**config.mk**
```make
export PLATFORM = sky130hd
export DESIGN_NAME = tristate_remote_switch_transmitter_core
export DESIGN_NICKNAME = d
export VERILOG_FILES = /design/src/hdl/trst_pkg.sv /design/src/hdl/tristate_remote_switch_transmitter_core.sv
export SDC_FILE = /design/constraint.sdc
export NUM_CORES = 1
export LEC_CHECK = 0
export BUFFER_PORTS_ARGS = -buffer_cell sky130_fd_sc_hd__buf_2
export CAP_MARGIN = 20
export CORE_AREA = 2 2 75 106
export CTS_BUF_LIST = sky130_fd_sc_hd__clkbuf_8 sky130_fd_sc_hd__clkbuf_16
export DETAILED_ROUTE_END_ITERATION = 10
export DIE_AREA = 0 0 77 108
export GPL_ROUTABILITY_DRIVEN = 0
export GPL_TIMING_DRIVEN = 0
export PLACE_DENSITY = 0.73
export RECOVER_POWER = 25
export SYNTH_ARGS = -nofsm -noshare
export SYNTH_HDL_FRONTEND = slang
export SYNTH_SLANG_ARGS = --single-unit
```
**constraint.sdc**
```tcl
create_clock -name i_clk -period 3.15 [get_ports i_clk]
set_input_delay 0.63 -clock i_clk [delete_from_list [all_inputs] [get_ports i_clk]]
set_output_delay 0.63 -clock i_clk [all_outputs]
set_load 0.05 [all_outputs]
```
**src/hdl/trst_pkg.sv**
```systemverilog
// Shared types, constants and code tables for the tri-state remote switch transmitter.
// Holds the per-socket digit tables and the segment length lookup.
// No dependencies; used by the core and its checker.
package trst_pkg;

    // Field and port widths
    localparam int SOCK_W        = 3;
    localparam int IN_TDATA_W    = 16;
    localparam int OUT_TDATA_W   = 8;
    localparam int CFG_IDX_W     = 1;
    localparam int CFG_DATA_W    = 12;
    localparam int PERIOD_W      = 12;
    localparam int REPEAT_W      = 4;
    localparam int PERIODS_W     = 5;
    localparam int DIGIT_IDX_W   = 4;
    localparam int SEG_W         = 2;
    localparam int ROW_W         = 2;
    localparam int INPUT_SOCKETS = 4;

    // Socket numbering and list defaults
    localparam int SOCKET_COUNT     = 4;
    localparam int TABLE_ROWS       = 4;
    localparam int MAX_SOCKET       = (SOCKET_COUNT < TABLE_ROWS) ? SOCKET_COUNT : TABLE_ROWS;
    localparam int DEF_LIST_LENGTH  = 4;
    localparam int DIGITS           = 12;

    // Register reset values
    localparam logic [PERIOD_W-1:0] PERIOD_RESET = 12'd350;
    localparam logic [REPEAT_W-1:0] REPEAT_RESET = 4'd4;

    // Segment lengths in base periods
    localparam logic [PERIODS_W-1:0] LEN_SHORT  = 5'd1;
    localparam logic [PERIODS_W-1:0] LEN_LONG   = 5'd3;
    localparam logic [PERIODS_W-1:0] SYNC_LONG  = 5'd31;

    typedef enum logic [0:0] {
        OP_TICK = 1'b0,
        OP_LOAD = 1'b1
    } t_opcode;

    typedef enum logic [CFG_IDX_W-1:0] {
        CFG_PERIOD = 1'b0,
        CFG_REPEAT = 1'b1
    } t_cfg_reg;

    // Base-3 digits of each socket code, most significant digit at index 0.
    typedef logic [0:DIGITS-1][1:0] t_digit_word;

    // Rows are sockets 1..4; column 0 is the off code, column 1 the on code.
    localparam t_digit_word CODE_DIGITS [TABLE_ROWS][2] = '{
        '{ '{2'd0, 2'd2, 2'd0, 2'd2, 2'd2, 2'd0, 2'd2, 2'd2, 2'd2, 2'd2, 2'd2, 2'd0},
           '{2'd0, 2'd2, 2'd0, 2'd2, 2'd2, 2'd0, 2'd2, 2'd2, 2'd2, 2'd2, 2'd0, 2'd2} },
        '{ '{2'd0, 2'd2, 2'd0, 2'd2, 2'd2, 2'd2, 2'd0, 2'd2, 2'd2, 2'd2, 2'd2, 2'd0},
           '{2'd0, 2'd2, 2'd0, 2'd2, 2'd2, 2'd2, 2'd0, 2'd2, 2'd2, 2'd2, 2'd0, 2'd2} },
        '{ '{2'd0, 2'd2, 2'd0, 2'd2, 2'd2, 2'd2, 2'd2, 2'd0, 2'd2, 2'd2, 2'd2, 2'd0},
           '{2'd0, 2'd2, 2'd0, 2'd2, 2'd2, 2'd2, 2'd2, 2'd0, 2'd2, 2'd2, 2'd0, 2'd2} },
        '{ '{2'd0, 2'd2, 2'd0, 2'd2, 2'd2, 2'd2, 2'd2, 2'd2, 2'd0, 2'd2, 2'd2, 2'd0},
           '{2'd0, 2'd2, 2'd0, 2'd2, 2'd2, 2'd2, 2'd2, 2'd2, 2'd0, 2'd2, 2'd0, 2'd2} }
    };

    // A socket number is usable when it is nonzero and within the table.
    function automatic logic socket_ok(logic [SOCK_W-1:0] s);
        return (s != '0) && ({1'b0, s} <= (SOCK_W+1)'(MAX_SOCKET));
    endfunction

    // Table row of a usable socket number.
    function automatic logic [ROW_W-1:0] socket_row(logic [SOCK_W-1:0] s);
        logic [SOCK_W-1:0] r;
        r = s - SOCK_W'(1);
        return r[ROW_W-1:0];
    endfunction

    // Length in base periods of one segment; a digit index past the code means sync.
    function automatic logic [PERIODS_W-1:0] seg_periods(
        logic [ROW_W-1:0]       row,
        logic                   on,
        logic [DIGIT_IDX_W-1:0] didx,
        logic [SEG_W-1:0]       seg
    );
        logic [1:0]           d;
        logic [PERIODS_W-1:0] len;
        d   = 2'd0;
        len = LEN_SHORT;
        if (didx >= DIGIT_IDX_W'(DIGITS)) begin
            len = seg[0] ? SYNC_LONG : LEN_SHORT;
        end else begin
            d = CODE_DIGITS[row][on][didx];
            unique case (d)
                2'd0: len = seg[0] ? LEN_LONG : LEN_SHORT;
                2'd1: len = seg[0] ? LEN_SHORT : LEN_LONG;
                default: len = (seg == 2'd1 || seg == 2'd2) ? LEN_LONG : LEN_SHORT;
            endcase
        end
        return len;
    endfunction

endpackage

```
**src/hdl/tristate_remote_switch_transmitter_core.sv**
```systemverilog
// Tri-state remote switch transmitter core: load words latch a socket list, tick words
// step the keyed waveform. Depends on trst_pkg.
// Each result word is registered in the output stage, or in the skid entry while that stage is stalled.
// Throughput: one input word per cycle while the skid entry is empty; the state update for a word is a single pass.
// A two-entry output stage keeps the input ready while one result waits downstream.
// Reset (i_rst_n low, synchronous) clears the transmit state and output flags, sets period 350 and repeat 4.
module tristate_remote_switch_transmitter_core #(
    parameter int LIST_LENGTH = trst_pkg::DEF_LIST_LENGTH
) (
    input  logic                               i_clk,
    input  logic                               i_rst_n,
    // Input stream
    input  logic                               i_s_tvalid,
    output logic                               o_s_tready,
    // tdata: socket_a[2:0], socket_b[5:3], socket_c[8:6], socket_d[11:9],
    //        switch_on[12], zero [15:13]
    input  logic [trst_pkg::IN_TDATA_W-1:0]    i_s_tdata,
    // tuser: opcode[0]
    input  logic                               i_s_tuser,
    // Result stream
    output logic                               o_m_tvalid,
    input  logic                               i_m_tready,
    // tdata: tx_level[0], led_level[1], busy_res[2], accepted[3], zero [7:4]
    output logic [trst_pkg::OUT_TDATA_W-1:0]   o_m_tdata,
    // Configuration write channel
    input  logic                               i_cfg_valid,
    output logic                               o_cfg_ready,
    input  logic [trst_pkg::CFG_IDX_W-1:0]     i_cfg_index,
    input  logic [trst_pkg::CFG_DATA_W-1:0]    i_cfg_data
);

    localparam int POS_W = $clog2(LIST_LENGTH + 1);
    localparam int IDX_W = (LIST_LENGTH > 1) ? $clog2(LIST_LENGTH) : 1;

    localparam int SW  = trst_pkg::SOCK_W;
    localparam int PW  = trst_pkg::PERIOD_W;
    localparam int RW  = trst_pkg::REPEAT_W;
    localparam int LW  = trst_pkg::PERIODS_W;
    localparam int DW  = trst_pkg::DIGIT_IDX_W;
    localparam int GW  = trst_pkg::SEG_W;
    localparam int OW  = trst_pkg::OUT_TDATA_W;

    // Configuration registers
    logic [PW-1:0] r_period;
    logic [RW-1:0] r_repeat;

    // Transmit state
    logic          r_active,  n_active;
    logic          r_on,      n_on;
    logic [SW-1:0] r_list     [LIST_LENGTH];
    logic [SW-1:0] n_list     [LIST_LENGTH];
    logic [POS_W-1:0] r_pos,  n_pos;
    logic [RW-1:0] r_rep,     n_rep;
    logic [DW-1:0] r_digit,   n_digit;
    logic [GW-1:0] r_seg,     n_seg;
    logic [LW-1:0] r_left,    n_left;
    logic [PW-1:0] r_tick,    n_tick;

    // Output stage and skid entry
    logic          r_out_valid;
    logic [OW-1:0] r_out_data;
    logic          r_skid_valid;
    logic [OW-1:0] r_skid_data;

    logic          in_take;
    logic          out_take;
    logic [OW-1:0] n_word;

    logic [SW-1:0] in_sock [trst_pkg::INPUT_SOCKETS];
    logic          in_on;
    logic          res_tx, res_led, res_acc;
    logic [PW-1:0] period_eff;
    logic [RW-1:0] repeat_eff;
    logic [PW:0]   tick_inc;
    logic [LW-1:0] left_dec;
    logic [RW-1:0] rep_dec;
    logic [SW-1:0] cur_sock;
    logic [SW-1:0] nxt_sock;
    logic [POS_W-1:0] pos_inc;
    logic [DW-1:0] adv_digit;
    logic [GW-1:0] adv_seg;

    assign o_cfg_ready = 1'b1;
    assign o_s_tready  = !r_skid_valid;
    assign in_take     = i_s_tvalid && o_s_tready;
    assign out_take    = r_out_valid && i_m_tready;
    assign o_m_tvalid  = r_out_valid;
    assign o_m_tdata   = r_out_data;

    // Unpack the load fields.
    always_comb begin
        for (int i = 0; i < trst_pkg::INPUT_SOCKETS; i++) begin
            in_sock[i] = i_s_tdata[i*SW +: SW];
        end
        in_on = i_s_tdata[trst_pkg::INPUT_SOCKETS*SW];
    end

    // Effective register values and current and next list entries.
    always_comb begin
        period_eff = (r_period == '0) ? PW'(1) : r_period;
        repeat_eff = (r_repeat == '0) ? RW'(1) : r_repeat;
        tick_inc   = {1'b0, r_tick} + (PW+1)'(1);
        left_dec   = (r_left != '0) ? (r_left - LW'(1)) : r_left;
        rep_dec    = (r_rep != '0) ? (r_rep - RW'(1)) : r_rep;
        pos_inc    = r_pos + POS_W'(1);
        cur_sock   = (r_pos < POS_W'(LIST_LENGTH)) ? r_list[r_pos[IDX_W-1:0]] : '0;
        nxt_sock   = (pos_inc < POS_W'(LIST_LENGTH)) ? r_list[pos_inc[IDX_W-1:0]] : '0;
        if (r_seg == GW'(3)) begin
            adv_digit = r_digit + DW'(1);
            adv_seg   = '0;
        end else begin
            adv_digit = r_digit;
            adv_seg   = r_seg + GW'(1);
        end
    end

    // Next state and result for the accepted word.
    always_comb begin
        n_active = r_active;
        n_on     = r_on;
        n_list   = r_list;
        n_pos    = r_pos;
        n_rep    = r_rep;
        n_digit  = r_digit;
        n_seg    = r_seg;
        n_left   = r_left;
        n_tick   = r_tick;
        res_tx   = 1'b0;
        res_led  = 1'b0;
        res_acc  = 1'b0;
        if (in_take) begin
            if (trst_pkg::t_opcode'(i_s_tuser) == trst_pkg::OP_LOAD) begin
                // A load is taken only while idle.
                if (!r_active) begin
                    for (int i = 0; i < LIST_LENGTH; i++) begin
                        n_list[i] = (i < trst_pkg::INPUT_SOCKETS) ? in_sock[2'(i)] : '0;
                    end
                    n_on    = in_on;
                    n_pos   = '0;
                    res_acc = 1'b1;
                    if (trst_pkg::socket_ok(in_sock[0])) begin
                        n_active = 1'b1;
                        n_rep    = repeat_eff;
                        n_digit  = '0;
                        n_seg    = '0;
                        n_tick   = '0;
                        n_left   = trst_pkg::seg_periods(trst_pkg::socket_row(in_sock[0]),
                                                         in_on, '0, '0);
                    end else begin
                        n_active = 1'b0;
                    end
                end
            end else if (r_active) begin
                // One tick of the waveform: even segments are high.
                res_tx  = !r_seg[0];
                res_led = 1'b1;
                if (tick_inc >= {1'b0, period_eff}) begin
                    n_tick = '0;
                    n_left = left_dec;
                    if (left_dec == '0) begin
                        if (r_digit < DW'(trst_pkg::DIGITS)) begin
                            // Next segment of a digit, or the first sync segment.
                            n_digit = adv_digit;
                            n_seg   = adv_seg;
                            n_left  = trst_pkg::seg_periods(trst_pkg::socket_row(cur_sock),
                                                            r_on, adv_digit, adv_seg);
                        end else if (r_seg == '0) begin
                            n_seg  = GW'(1);
                            n_left = trst_pkg::SYNC_LONG;
                        end else if (rep_dec != '0) begin
                            // Repeat the frame for the same socket.
                            n_rep   = rep_dec;
                            n_digit = '0;
                            n_seg   = '0;
                            n_left  = trst_pkg::seg_periods(trst_pkg::socket_row(cur_sock),
                                                            r_on, '0, '0);
                        end else begin
                            // Move on to the next socket or finish the list.
                            n_rep = rep_dec;
                            n_pos = pos_inc;
                            if (trst_pkg::socket_ok(nxt_sock)) begin
                                n_rep   = repeat_eff;
                                n_digit = '0;
                                n_seg   = '0;
                                n_left  = trst_pkg::seg_periods(
                                              trst_pkg::socket_row(nxt_sock), r_on, '0, '0);
                            end else begin
                                n_active = 1'b0;
                            end
                        end
                    end
                end else begin
                    n_tick = tick_inc[PW-1:0];
                end
            end
        end
        n_word = {(OW-4)'(0), res_acc, n_active, res_led, res_tx};
    end

    // Configuration registers.
    always_ff @(posedge i_clk) begin
        if (!i_rst_n) begin
            r_period <= trst_pkg::PERIOD_RESET;
            r_repeat <= trst_pkg::REPEAT_RESET;
        end else if (i_cfg_valid && o_cfg_ready) begin
            unique case (trst_pkg::t_cfg_reg'(i_cfg_index))
                trst_pkg::CFG_PERIOD: r_period <= i_cfg_data[PW-1:0];
                trst_pkg::CFG_REPEAT: r_repeat <= i_cfg_data[RW-1:0];
            endcase
        end
    end

    // Transmit state registers.
    always_ff @(posedge i_clk) begin
        if (!i_rst_n) begin
            r_active <= 1'b0;
            r_on     <= 1'b0;
            for (int i = 0; i < LIST_LENGTH; i++) begin
                r_list[i] <= '0;
            end
            r_pos    <= '0;
            r_rep    <= '0;
            r_digit  <= '0;
            r_seg    <= '0;
            r_left   <= '0;
            r_tick   <= '0;
        end else begin
            r_active <= n_active;
            r_on     <= n_on;
            r_list   <= n_list;
            r_pos    <= n_pos;
            r_rep    <= n_rep;
            r_digit  <= n_digit;
            r_seg    <= n_seg;
            r_left   <= n_left;
            r_tick   <= n_tick;
        end
    end

    // Output word register with one skid entry behind it.
    always_ff @(posedge i_clk) begin
        if (!i_rst_n) begin
            r_out_valid  <= 1'b0;
            r_skid_valid <= 1'b0;
        end else if (!r_out_valid || out_take) begin
            if (r_skid_valid) begin
                r_out_valid  <= 1'b1;
                r_skid_valid <= 1'b0;
            end else begin
                r_out_valid  <= in_take;
            end
        end else if (in_take) begin
            r_skid_valid <= 1'b1;
        end
    end

    always_ff @(posedge i_clk) begin
        if (!r_out_valid || out_take) begin
            r_out_data <= r_skid_valid ? r_skid_data : n_word;
        end
        if (r_out_valid && !out_take && in_take) begin
            r_skid_data <= n_word;
        end
    end

endmodule

```
==> metrics.txt, run 1 <==
# TYPE chip_impl_metric gauge
chip_impl_metric{name="fin_area",unit="mm²"} 0.00449
chip_impl_metric{name="xor_xnor_share_of_the_synthesized_area",unit="%"} 4.22
chip_impl_metric{name="final_cell_count_no_fill",unit=""} 622
chip_impl_info{name="main_combinational_cell_family_by_area_after_synthesis",value="simple AND/OR/NAND/NOR gates"} 1
chip_impl_metric{name="layout_cells_sized_above_1",unit="%"} 19.6
chip_impl_metric{name="ir_worst_vdd",unit="µV"} 310
chip_impl_info{name="cts_root_buf",value="clkbuf_8"} 1
chip_impl_metric{name="grt_max_degree",unit=""} 13
chip_impl_metric{name="grt-ovfl-total",unit=""} 0
chip_impl_info{name="cell_with_the_most_instances_after_synthesis",value="nand2_1"} 1
chip_impl_metric{name="floorplan.rows",unit=""} 37
chip_impl_metric{name="chipWidth",unit="µm"} 77
chip_impl_info{name="startpoint_type",value="register"} 1
chip_impl_metric{name="synth_edf_count",unit=""} 8
chip_impl_metric{name="placed_cells",unit=""} 596
chip_impl_metric{name="antenna_violating_nets_post_route",unit=""} 0
chip_impl_info{name="rsz0062_at_grt",value="true"} 1
chip_impl_metric{name="post_drt_via_cell_ratio",unit=""} 5.84
chip_impl_metric{name="synth_compound_area_share",unit="%"} 21.4
chip_impl_metric{name="layout.nets",unit=""} 574
chip_impl_info{name="tritoncts",value="yes"} 1
chip_impl_metric{name="max-slew-margin-rel",unit="%"} 56.7
chip_impl_info{name="crit-reg2reg-launch",value="r_tick[0]"} 1
chip_impl_metric{name="finalCritPeriodShare",unit="%"} 99.2
chip_impl_info{name="post_synth_most_frequent_cells",value="68 x nand2_1, 56 x dfxtp_1, 44 x a21oi_1"} 1
chip_impl_metric{name="groute.usage.overall",unit="%"} 23.5
chip_impl_metric{name="use_met2",unit="%"} 44.2
chip_impl_metric{name="use_met3",unit="%"} 5.84
chip_impl_metric{name="place.port_buffers",unit=""} 31
chip_impl_info{name="min_from",value="r_repeat[0]"} 1
chip_impl_metric{name="fraction_of_synthesized_cell_area_taken_by_the_top_area_cell_type",unit="%"} 30.0
chip_impl_metric{name="syn2layout_area_growth",unit="%"} 20.1
chip_impl_metric{name="ctsHtreeMaxLevel",unit=""} 3
chip_impl_metric{name="die_area",unit="mm²"} 0.00832
chip_impl_info{name="timing.critical_path.to_type",value="register"} 1
chip_impl_metric{name="synth_fa_ha_area_share",unit="%"} 6.36
chip_impl_metric{name="clk_transition_reported_paths",unit="ns"} 0.07
chip_impl_metric{name="postSynthAreaPerCell",unit="µm²"} 8.04
chip_impl_metric{name="drc",unit=""} 0
chip_impl_metric{name="number_of_top_level_pins",unit=""} 46
chip_impl_metric{name="actual_slew_at_the_worst_max_slew_pin",unit="ns"} 0.650
chip_impl_info{name="crit_path_frequent_cell",value="and3_4"} 1
chip_impl_metric{name="dp_hpwl",unit="mm"} 7.11
chip_impl_info{name="synth.top_cells.by_area",value="dfxtp_1 30%, nand2_1 6.8%, edfxtp_1 6.4%, ha_1 6.4%, a21oi_1 5.9%"} 1
chip_impl_metric{name="core",unit="mm²"} 0.00731
chip_impl_metric{name="worst-path-buf-inv",unit=""} 2
chip_impl_metric{name="tritoncts.num_buffers",unit=""} 9
chip_impl_info{name="worstHoldEndpoint",value="r_repeat[0]"} 1
chip_impl_metric{name="whs_path_depth",unit=""} 2
chip_impl_metric{name="timing.max_cap.violations",unit=""} 0
chip_impl_metric{name="r2r_setup_slack",unit="ns"} 0.02
chip_impl_metric{name="worst_ep_arrival_time",unit="ns"} 3.40
chip_impl_metric{name="synth-simple-area-share",unit="%"} 23.8
chip_impl_metric{name="r2r_cells",unit=""} 15
chip_impl_metric{name="ys_async_sr_fraction",unit="%"} 0
chip_impl_metric{name="power_density",unit="mW/mm²"} 437
chip_impl_metric{name="setup_viol",unit=""} 0
chip_impl_info{name="synthDominantAreaCellType",value="dfxtp_1"} 1
chip_impl_metric{name="use_met1",unit="%"} 25.0
chip_impl_metric{name="n_antenna_cell",unit=""} 0
chip_impl_metric{name="cts_max_path_buffers",unit=""} 2
chip_impl_metric{name="wl",unit="mm"} 9.85
chip_impl_metric{name="synthMuxAreaShare",unit="%"} 2.21
chip_impl_metric{name="max_clock_freq",unit="MHz"} 320
chip_impl_metric{name="synth.ff_latch_count",unit=""} 64
chip_impl_metric{name="drtIter0Drc",unit=""} 235
chip_impl_metric{name="ys_types",unit=""} 61
chip_impl_metric{name="num_vias",unit=""} 3631
chip_impl_metric{name="routed_wire_length_per_instance",unit="µm"} 15.8
chip_impl_metric{name="finalHoldViolations",unit=""} 0
chip_impl_metric{name="maxSlewViolCount",unit=""} 0
chip_impl_metric{name="initial_drt_pass_iterations",unit=""} 5
chip_impl_metric{name="grt_antenna_before_repair",unit=""} 0
chip_impl_info{name="gr-max-usage-layer",value="met2"} 1
chip_impl_metric{name="final.setup_skew",unit="ns"} 0.0151
chip_impl_metric{name="crit_path_max_fanout",unit=""} 7
chip_impl_metric{name="critical_path_required",unit="ns"} 3.42
chip_impl_info{name="r2r_end",value="r_pos[2]"} 1
chip_impl_metric{name="number_of_instances_in_the_synthesized_netlist",unit=""} 465
chip_impl_metric{name="layout_min_cycle_time",unit="ns"} 3.13
chip_impl_metric{name="max_stage_delay",unit="ns"} 0.43
chip_impl_info{name="postSynth.topFlopCell",value="dfxtp_1"} 1
chip_impl_metric{name="reported_leakage_power",unit="nW"} 1.79
chip_impl_metric{name="die_h",unit="µm"} 108
chip_impl_metric{name="first_global_vias",unit=""} 3419
chip_impl_metric{name="netlist_area",unit="mm²"} 0.00374
chip_impl_metric{name="grt_pass1_wl",unit="mm"} 15.5
chip_impl_metric{name="setup_tns",unit="ns"} 0
chip_impl_metric{name="place_area",unit="mm²"} 0.00403
chip_impl_metric{name="worstSkewPairLatency",unit="ns"} 0.36
chip_impl_info{name="cpMaxStageDelayCell",value="a2111o_1"} 1
chip_impl_metric{name="num-fill-cells",unit=""} 694
chip_impl_metric{name="initial_core_util",unit="%"} 51.1
chip_impl_metric{name="seq_area_frac_synth",unit="%"} 36.4
chip_impl_metric{name="synthesis.yosys.warnings",unit=""} 0
chip_impl_info{name="criticalPathCategory",value="reg2reg"} 1
chip_impl_info{name="path_cells",value="ha_4, and3_4, and3_4, nand3_4, xnor2_2, ha_1, o21a_1, o21ai_2, nor2_4, a2111o_1, buf_6, buf_12, a21oi_2, o21ai_0, a21oi_1"} 1
chip_impl_info{name="worst_hold_path_type",value="reg2reg"} 1
chip_impl_info{name="outcome",value="complete, no violations"} 1
chip_impl_info{name="timing.critical_path.max_delay_family",value="compound AO/OA/AOI/OAI gates"} 1
chip_impl_metric{name="clock_sinks",unit=""} 64
==> how the worst max path moves through the flow <==
stage | to | cells after the start | startpoint
3_3_place_gp | r_rep[3] | 13 | r_tick[0]
2_1_floorplan | r_rep[1] | 13 | r_tick[0]
4_1_cts | r_rep[0] | 14 | r_tick[0]
6_report | r_pos[2] | 15 | r_tick[0]
3_5_place_dp | r_left[3] | 13 | r_tick[0]
5_1_grt | r_tick[3] | 14 | r_tick[0]
==> logic make-up (layout without fill, tap and decap cells) <==
family                     after synthesis  after routing
AOI/OAI and AO/OA                      123            123
xor gates and xnor gates                18             18
adders and majority gates               19             19
buffers and inverters                   46            103
DFF                                     64             64
muxes                                    8              8
other                                    2              5
and+or+nand+nor                        185            185
==> repair_timing <==
action,4_1_cts,5_1_grt
gates resized for setup,28,19
pin swaps,1,16
setup endpoints to repair,33,26
hold buffers,0,0
buffers inserted,0,10
==> routing by layer <==
layer,routed length [µm],share of wire (%),vias to the layer above
li1,-,-,1784
met3,483,4.9,27
met4,284,2.9,0
met1,3880,39,1697
met5,0,0,-
met2,5200,53,123
==> power breakdown <==
part           switching, W  internal, W
Clock              0.000353     0.000445
Combinational      0.000185     0.000106
Sequential        0.0000208     0.000852
==> stage by stage <==
step                hold WS [ns]  worst slack (ns)  total power, W  util (%)
global placement           0.454            -0.620         0.00116      55.1
finish                     0.460            0.0242         0.00196      61.4
global route               0.477           -0.0949         0.00204      61.4
detailed placement         0.453            -0.669         0.00116      55.1
floorplan                  0.432            0.0234         0.00108         -
CTS                        0.463            0.0160         0.00195      59.4
==> flip-flops by register name, indices dropped and copies added (netlist names) <==
register	cells
o_m_tdata	4
o_m_tvalid	1
r_active	1
r_digit	4
r_left	5
r_list	6
r_on	1
r_period	12
r_pos	3
r_rep	4
r_repeat	4
r_seg	2
r_skid_data	4
r_skid_valid	1
r_tick	12
==> final cells by class <==
cell class	count	area [µm²]	area share, %
tap	97	121	2.70
clock inverter	7	96.3	2.14
inverter	22	82.6	1.84
timing repair buffer	41	243	5.40
buffer	24	141	3.15
clock buffer	9	124	2.76
sequential	64	1370	30.6
multi-input combinational	358	2310	51.4
==> cells in the final DEF, fill, tap and decap left out, types with 10 or more instances in the layout <==
cell	synthesis	final
clkbuf_8	0	10
inv_1	20	20
ha_1	19	17
nand3_1	21	19
a21oi_1	44	42
buf_4	6	15
buf_2	0	31
clkbuf_1	13	10
nor2_1	30	28
dfxtp_1	56	50
o21ai_0	20	17
nor3_1	18	16
nand2_1	68	67
==> worst reg2reg max path, delay by kind of cell (launching register included) <==
family                     cells  cell delay [ns]
AOI/OAI and AO/OA              6             1.18
adders and majority gates      2             0.46
and+or+nand+nor                4             0.56
xor gates and xnor gates       1             0.17
buffers and inverters          2             0.30
DFF                            1             0.38
No activity file was read; power rests on OpenSTA's default activity.
==> inputs of run 2 (changes only) <==
--- a/config.mk
+++ b/config.mk
@@ -9,9 +9,9 @@
 export CAP_MARGIN = 20
-export CORE_AREA = 2 2 75 106
+export CORE_AREA = 2 2 74 105
 export CTS_BUF_LIST = sky130_fd_sc_hd__clkbuf_8 sky130_fd_sc_hd__clkbuf_16
 export DETAILED_ROUTE_END_ITERATION = 10
-export DIE_AREA = 0 0 77 108
+export DIE_AREA = 0 0 76 107
 export GPL_ROUTABILITY_DRIVEN = 0
 export GPL_TIMING_DRIVEN = 0
-export PLACE_DENSITY = 0.73
+export PLACE_DENSITY = 0.74
 export RECOVER_POWER = 25
--- a/constraint.sdc
+++ b/constraint.sdc
@@ -3,2 +3,2 @@
 set_output_delay 0.63 -clock i_clk [all_outputs]
-set_load 0.05 [all_outputs]
+set_load 0.01 [all_outputs]
==> run 2 against run 1 <==
Net effect:
- the flow now finishes with violations (setup timing)
- die area down 2.2%
- sequential share of layout area up 0.22 points
- register-to-register slack worse by 0.07 ns
- via count down 0.83%
- global-route usage up 0.41 points
- largest power group unchanged
- combinational power down 10%
- critical endpoint is now r_tick[2]
- non-clock buffer count down 2
==> metrics.txt, run 2 (synthesis results as in run 1) <==
# TYPE chip_impl_metric gauge
chip_impl_metric{name="number_of_top_level_pins",unit=""} 46
chip_impl_metric{name="num_vias",unit=""} 3601
chip_impl_metric{name="reported_leakage_power",unit="nW"} 1.78
chip_impl_info{name="worst_hold_path_type",value="reg2reg"} 1
chip_impl_metric{name="core",unit="mm²"} 0.00718
chip_impl_metric{name="die_h",unit="µm"} 107
chip_impl_metric{name="post_drt_via_cell_ratio",unit=""} 5.83
chip_impl_metric{name="max_stage_delay",unit="ns"} 0.44
chip_impl_info{name="violations",value="setup timing"} 1
chip_impl_metric{name="place.port_buffers",unit=""} 31
chip_impl_metric{name="power_density",unit="mW/mm²"} 399
chip_impl_metric{name="finalCoreUtilization",unit="%"} 62.1
chip_impl_metric{name="finalCritPeriodShare",unit="%"} 101
chip_impl_metric{name="critical_path_required",unit="ns"} 3.43
chip_impl_metric{name="actual_slew_at_the_worst_max_slew_pin",unit="ns"} 0.722
chip_impl_metric{name="n_antenna_cell",unit=""} 0
chip_impl_info{name="r2r_end",value="r_tick[2]"} 1
chip_impl_info{name="outcome",value="finished with violations"} 1
chip_impl_metric{name="sw_frac_of_total",unit="%"} 27.2
chip_impl_metric{name="ir_worst_vdd",unit="µV"} 322
chip_impl_metric{name="routed_wire_length_per_instance",unit="µm"} 15.5
chip_impl_metric{name="clock_sinks",unit=""} 64
chip_impl_info{name="most-common-layout-cells",value="67 x nand2_1, 51 x dfxtp_1, 43 x a21oi_1"} 1
chip_impl_metric{name="worst-path-buf-inv",unit=""} 1
chip_impl_metric{name="cts_max_path_buffers",unit=""} 2
chip_impl_metric{name="layout.nets",unit=""} 572
chip_impl_metric{name="timing.critical_path.depth",unit=""} 14
chip_impl_metric{name="grt-ovfl-total",unit=""} 0
chip_impl_metric{name="p_clk_share",unit="%"} 36.1
chip_impl_metric{name="area_of_combinational_cells_with_multiple_inputs",unit="mm²"} 0.00234
chip_impl_metric{name="power_switching",unit="W"} 0.000484
chip_impl_metric{name="r2r_setup_slack",unit="ns"} -0.04
chip_impl_metric{name="wl",unit="mm"} 9.60
chip_impl_info{name="cpMaxStageDelayCell",value="a2111o_1"} 1
chip_impl_info{name="path_cells",value="ha_4, and3_4, and3_4, nand3_4, xnor2_2, ha_1, o21a_1, o21ai_2, nor2_4, a2111o_1, buf_8, nor3_4, nand3b_1, a21oi_1"} 1
chip_impl_metric{name="ctsHtreeMaxLevel",unit=""} 3
chip_impl_info{name="critical_path.endpoint",value="r_tick[2]"} 1
chip_impl_metric{name="grt_antenna_before_repair",unit=""} 0
chip_impl_metric{name="first_global_vias",unit=""} 3389
chip_impl_metric{name="grt_pass1_wl",unit="mm"} 15.6
chip_impl_info{name="crit-reg2reg-launch",value="r_tick[0]"} 1
chip_impl_metric{name="r2r_cells",unit=""} 14
chip_impl_metric{name="layout.area.seq",unit="mm²"} 0.00137
chip_impl_metric{name="grt_max_degree",unit=""} 11
chip_impl_info{name="startpoint_type",value="register"} 1
chip_impl_metric{name="syn2layout_area_growth",unit="%"} 19.1
chip_impl_metric{name="dp_hpwl",unit="mm"} 7.01
chip_impl_metric{name="worst_ep_arrival_time",unit="ns"} 3.47
chip_impl_metric{name="initial_drt_pass_iterations",unit=""} 4
chip_impl_metric{name="tritoncts.num_buffers",unit=""} 9
chip_impl_metric{name="final.setup_skew",unit="ns"} 0.00591
chip_impl_info{name="crit_path_frequent_cell",value="and3_4"} 1
chip_impl_metric{name="crit_path_max_fanout",unit=""} 10
chip_impl_metric{name="comb_power_share",unit="%"} 14.8
chip_impl_metric{name="num-fill-cells",unit=""} 653
chip_impl_info{name="tritoncts",value="yes"} 1
chip_impl_info{name="timing.critical_path.to_type",value="register"} 1
chip_impl_info{name="rsz0062_at_grt",value="true"} 1
chip_impl_metric{name="setup_tns",unit="ns"} -0.0610
chip_impl_metric{name="die_area",unit="mm²"} 0.00813
chip_impl_metric{name="setup_viol",unit=""} 3
chip_impl_metric{name="max-slew-margin-rel",unit="%"} 51.9
chip_impl_info{name="largestRegisters",value="r_period x12, r_tick x12, r_list x6"} 1
chip_impl_metric{name="seqPwrFrac",unit="%"} 49.1
chip_impl_info{name="crit_path_start",value="r_tick[0]"} 1
chip_impl_metric{name="drtIter0Drc",unit=""} 247
chip_impl_metric{name="cts-hold-fix-buffers",unit=""} 0
chip_impl_info{name="cts_root_buf",value="clkbuf_8"} 1
chip_impl_metric{name="drc",unit=""} 0
chip_impl_metric{name="maxSlewViolCount",unit=""} 0
chip_impl_metric{name="layout_cells_sized_above_1",unit="%"} 18.4
chip_impl_metric{name="layout_min_cycle_time",unit="ns"} 3.19
chip_impl_metric{name="initial_core_util",unit="%"} 52.1
chip_impl_metric{name="clk_transition_reported_paths",unit="ns"} 0.07
chip_impl_info{name="timing.critical_path.max_delay_family",value="compound AO/OA/AOI/OAI gates"} 1
chip_impl_metric{name="internal_power",unit="W"} 0.00129
chip_impl_metric{name="antenna_violating_nets_post_route",unit=""} 0
chip_impl_info{name="final_common_cell",value="nand2_1"} 1
chip_impl_metric{name="floorplan.rows",unit=""} 37
chip_impl_metric{name="chipWidth",unit="µm"} 76
chip_impl_metric{name="timing.max_cap.violations",unit=""} 0
chip_impl_info{name="criticalPathCategory",value="reg2reg"} 1
chip_impl_metric{name="worstSkewPairLatency",unit="ns"} 0.36
chip_impl_metric{name="groute.usage.overall",unit="%"} 23.9
chip_impl_metric{name="finalHoldViolations",unit=""} 0
chip_impl_metric{name="max_clock_freq",unit="MHz"} 313
chip_impl_metric{name="final_critical_path_setup_slack",unit="ns"} -0.0424
## run 2: cell types whose count changed in the layout (fill, tap and decap cells not counted), moves of 2 or more
cell	change
bufinv_16	-2
o21ai_1	+3
o21ai_0	-4
clkbuf_1	+4
buf_4	-2
clkinv_4	-2
inv_1	+2
buf_1	-3
clkbuf_8	+3
clkinvlp_4	-2
## run 2: worst min path at each step
stage / cells after the start / endpoint / slack [ns] / from
finish: 2 / r_repeat[0] / 0.46 / r_repeat[0]
global route: 2 / r_repeat[0] / 0.49 / r_repeat[0]
CTS: 2 / r_repeat[0] / 0.47 / r_repeat[0]
detailed placement: 2 / r_repeat[0] / 0.46 / r_repeat[0]
global placement: 2 / r_repeat[0] / 0.45 / r_repeat[0]
floorplan: 2 / r_repeat[0] / 0.43 / r_repeat[0]
## run 2: power groups by stage
stage          clock network [W]  registers [W]  logic, W
3_3_place_gp                   0       0.000892  0.000235
5_1_grt                 0.000690       0.000876  0.000288
4_1_cts                 0.000648       0.000874  0.000249
3_5_place_dp                   0       0.000893  0.000241
2_1_floorplan                  0       0.000890  0.000166
6_report                0.000641       0.000873  0.000262
## run 2: cell type report
| type | count | area share [%] |
|---|---|---|
| repair buffers | 39 | 4.89 |
| inverters | 22 | 1.85 |
| clock inverters | 2 | 0.168 |
| multi-input cells | 358 | 52.6 |
| well taps | 97 | 2.72 |
| flip-flops and latches | 64 | 30.8 |
| clock buffers | 12 | 3.71 |
| plain buffers | 24 | 3.26 |
## run 2: worst min-delay path: stages (launching register included)
cell	delay [ns]
dfxtp_1	0.31
nand2_1	0.05
a21oi_1	0.05
## run 2: per-layer routing
| metal | part of all wire (%) | GRT usage [%] | vias to the layer above |
|---|---|---|---|
| met5 | 0 | 0 | - |
| met4 | 3.6 | 14.0 | 0 |
| met3 | 4.8 | 5.22 | 28 |
| met2 | 53 | 44.5 | 103 |
| met1 | 38 | 24.5 | 1692 |
| li1 | - | - | 1778 |
## run 2: repair_timing
item,in CTS,in global routing
pin swaps,1,23
resized for setup,26,29
buffers inserted,1,7
endpoints found under the hold margin,0,0
setup endpoints to repair,33,33
## run 2: per-stage QoR
| step | total power [W] | setup WS [ns] | hold slack [ns] | std cells | area, µm² |
|---|---|---|---|---|---|
| 2_1_floorplan | 0.00106 | 0.0234 | 0.432 | 468 | 3750 |
| 3_3_place_gp | 0.00113 | -0.609 | 0.454 | 596 | 4030 |
| 3_5_place_dp | 0.00113 | -0.688 | 0.461 | 596 | 4030 |
| 4_1_cts | 0.00177 | 0.00200 | 0.469 | 611 | 4300 |
| 5_1_grt | 0.00185 | -0.155 | 0.487 | 618 | 4460 |
| 6_report | 0.00178 | -0.0424 | 0.460 | 618 | 4460 |
==> inputs of run 3 (changes only) <==
- CORE_AREA: 2 2 74 105 -> 2 2 73 103
- CTS_BUF_LIST: sky130_fd_sc_hd__clkbuf_8 sky130_fd_sc_hd__clkbuf_16 -> sky130_fd_sc_hd__clkbuf_8
- DIE_AREA: 0 0 76 107 -> 0 0 75 105
- PLACE_DENSITY: 0.74 -> 0.77
==> run 3 against run 2 <==
Net effect:
- the run now ends clean
- fmax grew 2.6%
- sequential share of layout area is essentially flat
- first-iteration DRC count shrank 14%
- hold slack gained 0.0013 ns
- final area grew 0.14%
- setup slack gained 0.080 ns
- sequential power is essentially flat
- via count grew 0.58%
- critical endpoint unchanged
- largest power group unchanged
- highest routed layer unchanged
==> metrics.txt, run 3 (synthesis results as in run 1) <==
# TYPE chip_impl_metric gauge
chip_impl_info{name="outcome",value="complete, no violations"} 1
chip_impl_metric{name="worst-path-buf-inv",unit=""} 1
chip_impl_metric{name="layout_min_cycle_time",unit="ns"} 3.11
chip_impl_info{name="path_cells",value="ha_4, and3_4, and3_4, nand3_4, xnor2_2, ha_1, o21a_1, o21ai_2, nor2_4, a2111o_1, buf_6, nor3_4, nand3b_1, a21oi_1"} 1
chip_impl_metric{name="groute.usage.overall",unit="%"} 25.9
chip_impl_metric{name="area_of_combinational_cells_with_multiple_inputs",unit="mm²"} 0.00235
chip_impl_metric{name="placement.setup.worst_slack",unit="ns"} -0.724
chip_impl_metric{name="number_of_top_level_pins",unit=""} 46
chip_impl_info{name="timing.critical_path.max_delay_family",value="simple AND/OR/NAND/NOR gates"} 1
chip_impl_info{name="startpoint_type",value="register"} 1
chip_impl_metric{name="chipWidth",unit="µm"} 75
chip_impl_metric{name="cts_max_path_buffers",unit=""} 2
chip_impl_metric{name="drc",unit=""} 0
chip_impl_metric{name="grt_pass1_wl",unit="mm"} 15.8
chip_impl_metric{name="grt_antenna_before_repair",unit=""} 0
chip_impl_metric{name="setup_viol",unit=""} 0
chip_impl_metric{name="die_h",unit="µm"} 105
chip_impl_metric{name="max-slew-margin-rel",unit="%"} 44.6
chip_impl_info{name="cts_root_buf",value="clkbuf_8"} 1
chip_impl_metric{name="final_critical_path_setup_slack",unit="ns"} 0.0373
chip_impl_metric{name="grt_max_degree",unit=""} 11
chip_impl_metric{name="initial_drt_pass_iterations",unit=""} 5
chip_impl_metric{name="syn2layout_area_growth",unit="%"} 19.3
chip_impl_metric{name="num-fill-cells",unit=""} 626
chip_impl_metric{name="ir_worst_vdd",unit="µV"} 263
chip_impl_metric{name="ctsHtreeMaxLevel",unit=""} 3
chip_impl_info{name="final_common_cell",value="nand2_1"} 1
chip_impl_metric{name="die_area",unit="mm²"} 0.00788
chip_impl_metric{name="layout_cells_sized_above_1",unit="%"} 18.9
chip_impl_info{name="largestRegisters",value="r_period x12, r_tick x12, r_list x6"} 1
chip_impl_info{name="criticalPathCategory",value="reg2reg"} 1
chip_impl_metric{name="antenna_violating_nets_post_route",unit=""} 0
chip_impl_metric{name="max_clock_freq",unit="MHz"} 321
chip_impl_metric{name="place.port_buffers",unit=""} 31
chip_impl_metric{name="clock_sinks",unit=""} 64
chip_impl_metric{name="maxSlewViolCount",unit=""} 0
chip_impl_metric{name="first_global_vias",unit=""} 3498
chip_impl_metric{name="drtIter0Drc",unit=""} 213
chip_impl_info{name="tritoncts",value="yes"} 1
chip_impl_info{name="crit_path_frequent_cell",value="and3_4"} 1
chip_impl_metric{name="grt-ovfl-total",unit=""} 0
chip_impl_metric{name="power",unit="W"} 0.00176
chip_impl_metric{name="clk_transition_reported_paths",unit="ns"} 0.07
chip_impl_metric{name="final.setup_skew",unit="ns"} 0.00899
chip_impl_metric{name="floorplan.rows",unit=""} 36
chip_impl_metric{name="tritoncts.num_buffers",unit=""} 9
chip_impl_metric{name="place_area",unit="mm²"} 0.00403
chip_impl_metric{name="max_stage_delay",unit="ns"} 0.43
chip_impl_metric{name="routed_wire_length_per_instance",unit="µm"} 15.9
chip_impl_metric{name="crit_path_max_fanout",unit=""} 5
chip_impl_metric{name="finalCritPeriodShare",unit="%"} 98.8
chip_impl_metric{name="initial_core_util",unit="%"} 54.3
chip_impl_info{name="worst_hold_path_type",value="reg2reg"} 1
chip_impl_metric{name="finalHoldViolations",unit=""} 0
chip_impl_metric{name="actual_slew_at_the_worst_max_slew_pin",unit="ns"} 0.822
chip_impl_metric{name="reported_leakage_power",unit="nW"} 1.80
chip_impl_info{name="rsz0062_at_grt",value="true"} 1
chip_impl_info{name="most-common-layout-cells",value="67 x nand2_1, 51 x dfxtp_1, 43 x a21oi_1"} 1
chip_impl_metric{name="core",unit="mm²"} 0.00689
chip_impl_metric{name="timing.hold.ws",unit="ns"} 0.461
chip_impl_metric{name="post_drt_via_cell_ratio",unit=""} 5.85
chip_impl_metric{name="finalCoreUtilization",unit="%"} 64.7
chip_impl_metric{name="power_density",unit="mW/mm²"} 394
chip_impl_metric{name="timing.max_cap.violations",unit=""} 0
chip_impl_metric{name="layout.area.seq",unit="mm²"} 0.00137
chip_impl_metric{name="fin_area",unit="mm²"} 0.00446
chip_impl_metric{name="worst_ep_arrival_time",unit="ns"} 3.39
chip_impl_metric{name="layout.nets",unit=""} 575
chip_impl_metric{name="num_vias",unit=""} 3622
chip_impl_metric{name="critical_path_required",unit="ns"} 3.43
chip_impl_metric{name="dp_hpwl",unit="mm"} 7.01
chip_impl_metric{name="worstSkewPairLatency",unit="ns"} 0.35
chip_impl_info{name="timing.critical_path.to_type",value="register"} 1
chip_impl_info{name="cpMaxStageDelayCell",value="a2111o_1"} 1
chip_impl_metric{name="wl",unit="mm"} 9.86
chip_impl_metric{name="n_antenna_cell",unit=""} 0
run 3: cell count changes in the layout (fill, tap and decap cells not counted), moves of 2 or more:
cell      before  now
buf_4         13   16
clkbuf_1      14   10
buf_1          1    4
o21ai_1        4    0
o21ai_0       13   18
buf_2         30   32
run 3: worst paths after layout:
check / from / slack (ns) / cells past startpoint / endpoint
setup reg to reg: r_tick[1] / 0.04 / 14 / r_tick[2]
setup / recovery: r_tick[1] / 0.04 / 14 / r_tick[2]
hold / removal: r_repeat[0] / 0.46 / 2 / r_repeat[0]
hold reg to reg: r_repeat[0] / 0.46 / 2 / r_repeat[0]
run 3: worst reg2reg max path, stage by stage, from the launching register on:
cell      delay (ns)
dfxtp_4         0.37
ha_4            0.16
and3_4          0.19
and3_4          0.22
nand3_4         0.09
xnor2_2         0.17
ha_1            0.30
o21a_1          0.12
o21ai_2         0.23
nor2_4          0.08
a2111o_1        0.43
buf_6           0.17
nor3_4          0.25
nand3b_1        0.13
a21oi_1         0.14
run 3: stage by stage:
step,std cells,TNS [ns]
2_1_floorplan,468,0
5_1_grt,619,-0.441
4_1_cts,609,0
3_3_place_gp,594,-13.95
3_5_place_dp,594,-16.25
6_report,619,0
run 3: layout make-up:
class,count,share of cell area (%)
sequential,64,30.8
clock buffer,11,3.39
inverter,22,1.85
multi-input combinational,358,52.6
timing repair buffer,42,5.27
clock inverter,3,0.280
tap,95,2.66
buffer,24,3.17
run 3: repair_timing:
item	4_1_cts	5_1_grt
buffers inserted	1	9
resized for setup	26	23
endpoints found under the hold margin	0	0
cloned	0	1
pin swaps	2	18
hold buffers	0	0
setup endpoints to repair	33	32
run 3: metal layers:
layer | vias to the layer above | global-route usage [%] | wire length, µm
met5 | - | 0 | 0
met4 | 0 | 14.3 | 393
met3 | 35 | 5.40 | 478
met2 | 108 | 44.0 | 5110
met1 | 1700 | 29.0 | 3880
li1 | 1779 | - | -
run 3: power breakdown:
group / internal [W] / switching, W
clock network: 0.000313 / 0.000305
logic: 0.000108 / 0.000161
registers: 0.000853 / 0.0000205
total: 0.00127 / 0.000487
